$ cat src/hdl/fcull_pkg.sv
// Shared constants for the frustum culler.
package fcull_pkg;

  localparam int NUM_PLANES          = 6;
  localparam int DEF_VALUE_WIDTH     = 32;
  localparam int DEF_FRAC_BITS       = 16;
  localparam int MIN_LEN_WIDTH       = 16;
  localparam logic [15:0] MIN_LEN_RESET = 16'd7;

  typedef enum logic [1:0] {
    KIND_LOAD   = 2'd0,
    KIND_POINT  = 2'd1,
    KIND_SPHERE = 2'd2,
    KIND_BOX    = 2'd3
  } kind_e;

endpackage

$ cat src/hdl/fcull_div.sv
// Restoring divider that produces one quotient bit per cycle.
module fcull_div #(
  parameter int N  = fcull_pkg::DEF_VALUE_WIDTH + fcull_pkg::DEF_FRAC_BITS,
  parameter int DW = fcull_pkg::DEF_VALUE_WIDTH + 1
) (
  input  logic          clk_i,
  input  logic          rst_ni,
  input  logic          start_i,
  input  logic [N-1:0]  dividend_i,
  input  logic [DW-1:0] divisor_i,
  output logic          done_o,
  output logic [N-1:0]  quotient_o
);

  localparam int CW = $clog2(N + 1);

  logic          busy_q, done_q;
  logic [CW-1:0] cnt_q;
  logic [DW-1:0] rem_q, div_q;
  logic [N-1:0]  quo_q;
  logic [DW:0]   trial;
  logic          ge;

  assign trial = {rem_q, quo_q[N-1]};
  assign ge    = trial >= {1'b0, div_q};

  always_ff @(posedge clk_i or negedge rst_ni) begin
    if (!rst_ni) begin
      busy_q <= 1'b0;
      done_q <= 1'b0;
      cnt_q  <= '0;
    end else begin
      done_q <= 1'b0;
      if (start_i) begin
        busy_q <= 1'b1;
        cnt_q  <= '0;
      end else if (busy_q) begin
        if (cnt_q == CW'(N - 1)) begin
          busy_q <= 1'b0;
          done_q <= 1'b1;
        end
        cnt_q <= cnt_q + 1'b1;
      end
    end
  end

  always_ff @(posedge clk_i) begin
    if (start_i) begin
      rem_q <= '0;
      div_q <= divisor_i;
      quo_q <= dividend_i;
    end else if (busy_q) begin
      rem_q <= ge ? DW'(trial - {1'b0, div_q}) : DW'(trial);
      quo_q <= {quo_q[N-2:0], ge};
    end
  end

  assign done_o     = done_q;
  assign quotient_o = quo_q;

endmodule

$ cat config.mk
export PLATFORM = sky130hd
export DESIGN_NAME = fcull_div
export DESIGN_NICKNAME = d
export VERILOG_FILES = /design/src/hdl/fcull_pkg.sv /design/src/hdl/fcull_div.sv
export SDC_FILE = /design/constraint.sdc
export NUM_CORES = 1
export LEC_CHECK = 0
export BUFFER_PORTS_ARGS = -buffer_cell sky130_fd_sc_hd__buf_2
export CELL_PAD_IN_SITES_DETAIL_PLACEMENT = 0
export CELL_PAD_IN_SITES_GLOBAL_PLACEMENT = 1
export CORE_MARGIN = 2
export CORE_UTILIZATION = 40
export CTS_BUF_LIST = sky130_fd_sc_hd__clkbuf_2
export CTS_CLUSTER_DIAMETER = 60
export DETAILED_ROUTE_END_ITERATION = 16
export PLACE_DENSITY = 0.86
export SYNTH_ARGS = -nofsm -noshare
export SYNTH_HDL_FRONTEND = slang
export SYNTH_SLANG_ARGS = --single-unit
$ cat constraint.sdc
create_clock -name clk_i -period 2.83 [get_ports clk_i]
set_input_delay 0.566 -clock clk_i [delete_from_list [all_inputs] [get_ports clk_i]]
set_output_delay 0.566 -clock clk_i [all_outputs]
set_load 0.005 [all_outputs]
==> results of run 1 <==
-- critical path: stages, from the launching register on --
cell and delay, ps:
edfxtp_1 460, ha_4 180, inv_2 50, fa_2 210
a21oi_2 60, o2111a_2 280, a2111oi_4 400, nor3b_4 120
a31o_4 250, a21boi_4 220, buf_6 160, buf_16 140
mux2i_2 210, o21ai_1 100
-- per-layer routing --
metal	up-vias	global-route usage
met5	-	0
met4	0	0.0479
met3	16	0.0643
met2	198	0.318
met1	2601	0.246
li1	2758	-
-- registers in the layout, summed over array words and instances (netlist names) --
signal and cells:
div_q 33, quotient_o 48, cnt_q 6, rem_q 33, done_o 1, busy_q 1
-- cell usage in the layout (no fill, tap or decap), drive strengths merged, types with 3 or more instances in the layout --
cell	Yosys	routed
buf	5	208
edfxtp	81	81
nand2	57	57
inv	41	50
mux2	48	48
nor2	45	45
o21ai	39	39
dlygate4sd3	0	34
ha	34	34
dfxtp	33	33
a21oi	32	32
mux2i	23	23
xnor2	17	17
clkbuf	16	17
xor2	16	16
a211oi	15	15
nor3	14	14
nand3	10	10
nand4	9	9
dfrtp	8	8
nor2b	7	7
a21o	7	7
nand2b	6	6
a311oi	5	5
o21bai	4	4
and2	4	4
nor4	3	3
o21a	3	3
o211ai	3	3
-- cell type report --
type                    instances  area, um^2
clock buffers                  17        85.1
diodes                          1        2.50
flip-flops and latches        122        3290
repair buffers                242        1640
fillers                      1479        7560
clock inverters                15         174
multi-input cells             435        3290
inverters                      41         154
well taps                     220         275
-- final timing paths --
kind | from | endpoint | slack (ps) | cells after the start
setup / recovery | div_q[0]$_DFFE_PP_ | rem_q[6]$_SDFFE_PP0P_ | -90 | 13
hold / removal | dividend_i[32] | quotient_o[32]$_DFFE_PP_ | 120 | 2
setup reg to reg | div_q[0]$_DFFE_PP_ | rem_q[6]$_SDFFE_PP0P_ | -90 | 13
hold reg to reg | rem_q[2]$_SDFFE_PP0P_ | rem_q[2]$_SDFFE_PP0P_ | 490 | 2
max in group asynchronous | rst_ni | busy_q$_DFF_PN0_ | 2440 | 2
min in group asynchronous | rst_ni | cnt_q[2]$_DFFE_PN0P_ | 190 | 2
-- cells by family after synthesis --
kind of cell | count (synthesis)
flip-flops | 122
AND/OR/NAND/NOR | 166
multiplexers | 71
buffers and inverters | 62
XOR/XNOR | 33
adder cells (fa/ha/maj) | 35
AO/OA/AOI/OAI | 130
-- power groups by stage --
stage / combinational, mW / clock (mW) / sequential (mW)
after floorplan: 0.288 / 0 / 2.12
after global placement: 0.559 / 0 / 2.13
after detailed placement: 0.564 / 0 / 2.13
after CTS: 0.607 / 1.27 / 2.10
after global routing: 0.675 / 1.34 / 2.11
final: 0.615 / 1.22 / 2.09
-- cells in the mapped netlist, types with 16 or more instances --
cell type,n
edfxtp_1,81
nand2_1,57
mux2_2,48
nor2_1,45
inv_1,41
o21ai_0,38
ha_1,34
dfxtp_1,33
a21oi_1,32
mux2i_1,23
xnor2_1,17
xor2_1,16
-- metrics by stage --
stage / cells / setup TNS (ps)
2_1_floorplan: 619 / -11.6
3_3_place_gp: 1015 / -75.6
3_5_place_dp: 1015 / -461
4_1_cts: 1090 / -749
5_1_grt: 1093 / -5250
6_report: 1093 / -876
-- what timing repair did --
item | CTS | global route
setup buffers | 8 | 4
hold buffers | 34 | 0
setup endpoints to repair | 18 | 34
pin swaps | 15 | 16
gates cloned | 1 | 0
gates resized for setup | 12 | 30
endpoints found under the hold margin | 41 | 0
==> impl_metrics.env, run 1 <==
export IMPL_routed_wl_mm=17.0
export IMPL_hold_viol=0
export IMPL_htreeDepth=4
export IMPL_hold_class="in -> reg"
export IMPL_dpl_cell_area_mm2=0.00807
export IMPL_ys_async_sr_fraction=0.0656
export IMPL_grt_overflow_total=0
export IMPL_synth_flop_cell="edfxtp_1"
export IMPL_run_status="complete, but fails checks"
export IMPL_layout_drive_gt1_share=0.366
export IMPL_yosys_area_top_type="edfxtp_1"
export IMPL_max_slew_worst_pin_slew_ps=935
export IMPL_dr_total_vias=5573
export IMPL_die_width_um=133
export IMPL_holdWs_ps=124
export IMPL_nets=978
export IMPL_max_freq_ghz=0.343
export IMPL_areaGrowthSynthToFinish_pct=33.3
export IMPL_wl_met3_mm=1.26
export IMPL_dp_hpwl_mm=12.1
export IMPL_required_ps=3450
export IMPL_synth_xor_area_frac=0.0433
export IMPL_rsz0062_at_grt="true"
export IMPL_first_global_vias=5462
export IMPL_pwr_share_clk=0.311
export IMPL_violations="negative setup slack"
export IMPL_synth_mux_area_frac=0.115
export IMPL_power_frac_seq=0.533
export IMPL_synth_top_family_by_area="compound AO/OA/AOI/OAI gates"
export IMPL_path_class="reg -> reg"
export IMPL_setup_violations=25
export IMPL_drv_cap=0
export IMPL_drt_iter0_markers=329
export IMPL_clkSinkCount=122
export IMPL_antenna_found_initial=1
export IMPL_routed_top_layer="met4"
export IMPL_wl_met1_mm=7.53
export IMPL_drc=0
export IMPL_yosysSeqAreaShare=0.493
export IMPL_critPathArrivalTime_ps=3540
export IMPL_track_usage=0.193
export IMPL_core_area_mm2=0.0165
export IMPL_switching_power_mw=1.13
export IMPL_synth_edf_count=81
export IMPL_synth_fa_ha_area_frac=0.0667
export IMPL_fin_crit_ps=2920
export IMPL_wl_per_cell_um=15.5
export IMPL_drtAntennaViolNets=0
export IMPL_power_leakage_nw=3.80
export IMPL_initial_utilization=0.406
export IMPL_cts_path_max_buffers=2
export IMPL_gp_congestion=0.858
export IMPL_synth_top_area_frac=0.364
export IMPL_cts_tree="done"
export IMPL_power_mw=3.93
export IMPL_worstSetupEndpointType="flop"
export IMPL_via_per_inst=5.10
export IMPL_irDropWorstVdd_mv=0.503
export IMPL_dieArea_mm2=0.0178
export IMPL_power_frac_comb=0.157
export IMPL_clk_pin_slew_worst_paths_ps=240
export IMPL_wl_met2_mm=7.97
export IMPL_setup_ws_ps=-85.8
export IMPL_relSlewSlack=0.375
export IMPL_syn_num_nets=738
export IMPL_grt_pass1_wl_mm=27.1
export IMPL_rows=47
export IMPL_synth_simple_area_share=0.116
export IMPL_synth_cell_types=59
export IMPL_ys_seq_elements=122
export IMPL_port_buffers=132
export IMPL_powerDensity_mw_per_mm2=441
export IMPL_p_int_mw=2.80
export IMPL_io_pins=133
export IMPL_final_area_mm2=0.00891
export IMPL_grt_max_degree=66
export IMPL_netlist_instances=619
export IMPL_skew_ps=36.8
export IMPL_cp_max_fo=8
export IMPL_synth_warnings=0
export IMPL_final_util=0.541
export IMPL_die_h_um=133
export IMPL_syn_area_mm2=0.00668
export IMPL_pre_cts_slack_ps=-134
export IMPL_maxSlewViolCount=0
export IMPL_startpoint_type="flop"
export IMPL_avgSynthCellArea_um2=10.8
export IMPL_drt_pre_antenna_iters=5
export IMPL_root_buffer="clkbuf_2"
export IMPL_period_share=1.03
export IMPL_clock_latency_ps=710
export IMPL_synth_compound_area_frac=0.128
export IMPL_swShare=0.287
export IMPL_ys_top_cells_by_area="edfxtp_1 (36%), dfxtp_1 (9.9%), mux2_2 (8.1%)"
export IMPL_cts_buffers=17
Note: power is estimated with default switching activity, not from simulation.
==> inputs of run 2 (changes only) <==
Settings changed: ABC_AREA set to 1, CORE_UTILIZATION 40 to 38, PLACE_DENSITY 0.86 to 0.87.
==> impl_metrics.env, run 2 <==
export IMPL_r2r_slack_ps=410
export IMPL_netlist_instances=1094
export IMPL_core_area_mm2=0.0202
export IMPL_drt_iter0_markers=346
export IMPL_power_mw=7.68
export IMPL_cts_hold_buf=46
export IMPL_grt_pass1_wl_mm=33.8
export IMPL_via_per_inst=4.59
export IMPL_synth_most_common_cell="nand2_1"
export IMPL_grt_overflow_total=0
export IMPL_cts_path_max_buffers=2
export IMPL_skew_ps=60.7
export IMPL_cp_startpoint="quotient_o[47]$_DFFE_PP_"
export IMPL_cts_resized=0
export IMPL_netlist_top_cells_count="nand2_1 (465), inv_1 (176), nand3_1 (87), edfxtp_1 (81), nor2_1 (47)"
export IMPL_syn_num_nets=1213
export IMPL_holdWs_ps=67.9
export IMPL_dieArea_mm2=0.0218
export IMPL_antenna_found_initial=1
export IMPL_nets=1394
export IMPL_drc=0
export IMPL_synth_top_area_frac=0.311
export IMPL_relSlewSlack=0.636
export IMPL_die_h_um=148
export IMPL_period_share=0.853
export IMPL_run_status="finished clean"
export IMPL_critPathArrivalTime_ps=3080
export IMPL_drt_pre_antenna_iters=5
export IMPL_ys_top_cells_by_area="edfxtp_1 (31%), nand2_1 (22%), dfxtp_1 (8.4%)"
export IMPL_layout_drive_gt1_share=0.168
export IMPL_ys_seq_elements=122
export IMPL_gp_congestion=0.945
export IMPL_rows=52
export IMPL_power_leakage_nw=5.09
export IMPL_routed_wl_mm=20.3
export IMPL_port_buffers=132
export IMPL_clock_latency_ps=770
export IMPL_cts_setup_buffers=0
export IMPL_required_ps=3500
export IMPL_drv_cap=0
export IMPL_synth_edf_count=81
export IMPL_maxSlewViolCount=0
export IMPL_root_buffer="clkbuf_2"
export IMPL_avgSynthCellArea_um2=7.16
export IMPL_startpoint_type="flop"
export IMPL_r2r_end="rem_q[10]$_SDFFE_PP0P_"
export IMPL_final_util=0.469
export IMPL_synth_flop_cell="edfxtp_1"
export IMPL_synth_warnings=0
export IMPL_yosysSeqAreaShare=0.420
export IMPL_endpoint="rem_q[10]$_SDFFE_PP0P_"
export IMPL_fin_crit_ps=2420
export IMPL_synth_cell_types=39
export IMPL_worstSetupEndpointType="flop"
export IMPL_max_freq_ghz=0.414
export IMPL_hold_viol=0
export IMPL_reg2reg_depth=13
export IMPL_cts_tree="done"
export IMPL_largest_reg_flops=48
export IMPL_drtAntennaViolNets=0
export IMPL_wl_per_cell_um=13.0
export IMPL_powerDensity_mw_per_mm2=810
export IMPL_clk_pin_slew_worst_paths_ps=270
export IMPL_dr_total_vias=7159
export IMPL_cp_max_fo=36
export IMPL_hold_class="in -> reg"
export IMPL_layout_commonest_cell="nand2_1"
export IMPL_irDropWorstVdd_mv=0.274
export IMPL_tns_ps=0
export IMPL_clkSinkCount=122
export IMPL_initial_utilization=0.387
export IMPL_cts_buffers=17
export IMPL_r2r_start="quotient_o[47]$_DFFE_PP_"
export IMPL_ys_async_sr_fraction=0.0656
export IMPL_max_slew_worst_pin_slew_ps=545
export IMPL_rsz0062_at_grt="false"
export IMPL_yosys_area_top_type="edfxtp_1"
export IMPL_setup_violations=0
export IMPL_mostFrequentLayoutCells="nand2_1 (465), inv_1 (175), buf_2 (131), nand3_1 (87), edfxtp_1 (81)"
export IMPL_first_global_vias=6860
export IMPL_io_pins=133
export IMPL_areaGrowthSynthToFinish_pct=21.1
export IMPL_dp_hpwl_mm=15.1
export IMPL_die_width_um=148
export IMPL_grt_max_degree=60
export IMPL_path_class="reg -> reg"
export IMPL_track_usage=0.193
export IMPL_syn_area_mm2=0.00783
export IMPL_htreeDepth=4
[run 2: cell types whose count changed in the layout (fill, tap and decap cells not counted), sizes merged, moves of 16 or more]
cell,delta
nand2,+422
inv,+148
nand3,+78
buf,-67
mux2,-48
mux2i,-23
o21ai,-22
nor2,+16
[run 2: worst min-delay path by stage]
stage,start,end,cells after the start
6_report,dividend_i[13],quotient_o[13]$_DFFE_PP_,3
5_1_grt,dividend_i[13],quotient_o[13]$_DFFE_PP_,3
4_1_cts,dividend_i[18],quotient_o[18]$_DFFE_PP_,3
3_5_place_dp,rst_ni,cnt_q[5]$_DFFE_PN0P_,1
3_3_place_gp,rst_ni,cnt_q[3]$_DFFE_PN0P_,1
2_1_floorplan,rst_ni,busy_q$_DFF_PN0_,0
[run 2: layout make-up]
class                   count  area, um^2
inverters                 189         709
repair buffers            188        1210
clock inverters            15         166
diodes                      1        2.50
fillers                  2033       10700
multi-input cells         757        3680
clock buffers              17        85.1
flip-flops and latches    122        3290
well taps                 270         338
[run 2: cells by family (layout without fill, tap and decap cells)]
logic type / Yosys count / count (layout) / share of synthesized area
AND/OR/NAND/NOR: 661 / 661 / 0.362
buffers and inverters: 215 / 409 / 0.110
flip-flops: 122 / 122 / 0.420
AO/OA/AOI/OAI: 46 / 46 / 0.0335
adder cells (fa/ha/maj): 35 / 35 / 0.0569
XOR/XNOR: 15 / 15 / 0.0168
other: 0 / 1 / 0
[run 2: through the flow]
| step | std cells | setup WS (ps) | area (um^2) |
|---|---|---|---|
| 6_report | 1559 | 415 | 9490 |
| 5_1_grt | 1559 | 155 | 9490 |
| 4_1_cts | 1557 | 415 | 9470 |
| 3_5_place_dp | 1479 | 444 | 8760 |
| 3_3_place_gp | 1479 | 490 | 8760 |
| 2_1_floorplan | 1094 | 720 | 7830 |
[run 2: layer usage]
metal	wire (um)	global-route usage	share of wire	vias to the layer above
met3	1170	0.0531	0.058	24
met5	0	0	0	-
met4	284	0.0428	0.014	0
met1	9480	0.252	0.47	3210
met2	9350	0.319	0.46	170
li1	-	-	-	3755
[run 2: report_power, final]
group | internal, mW | total (mW) | switching, mW | leakage [nW]
clock | 0.375 | 1.23 | 0.858 | 0.153
combinational | 1.49 | 4.00 | 2.51 | 3.71
sequential | 2.24 | 2.45 | 0.207 | 1.23
[run 2: critical path: stages, from the launching register on]
cell      delay (ps)
edfxtp_1         420
inv_1             90
ha_1             140
inv_1             60
fa_1             450
nand3_1          140
nand3_2          130
nand2_2          120
nand2_4           70
nand2_8          230
nand2_8          210
nand2_1          110
nand3_1           60
o21ai_1          100
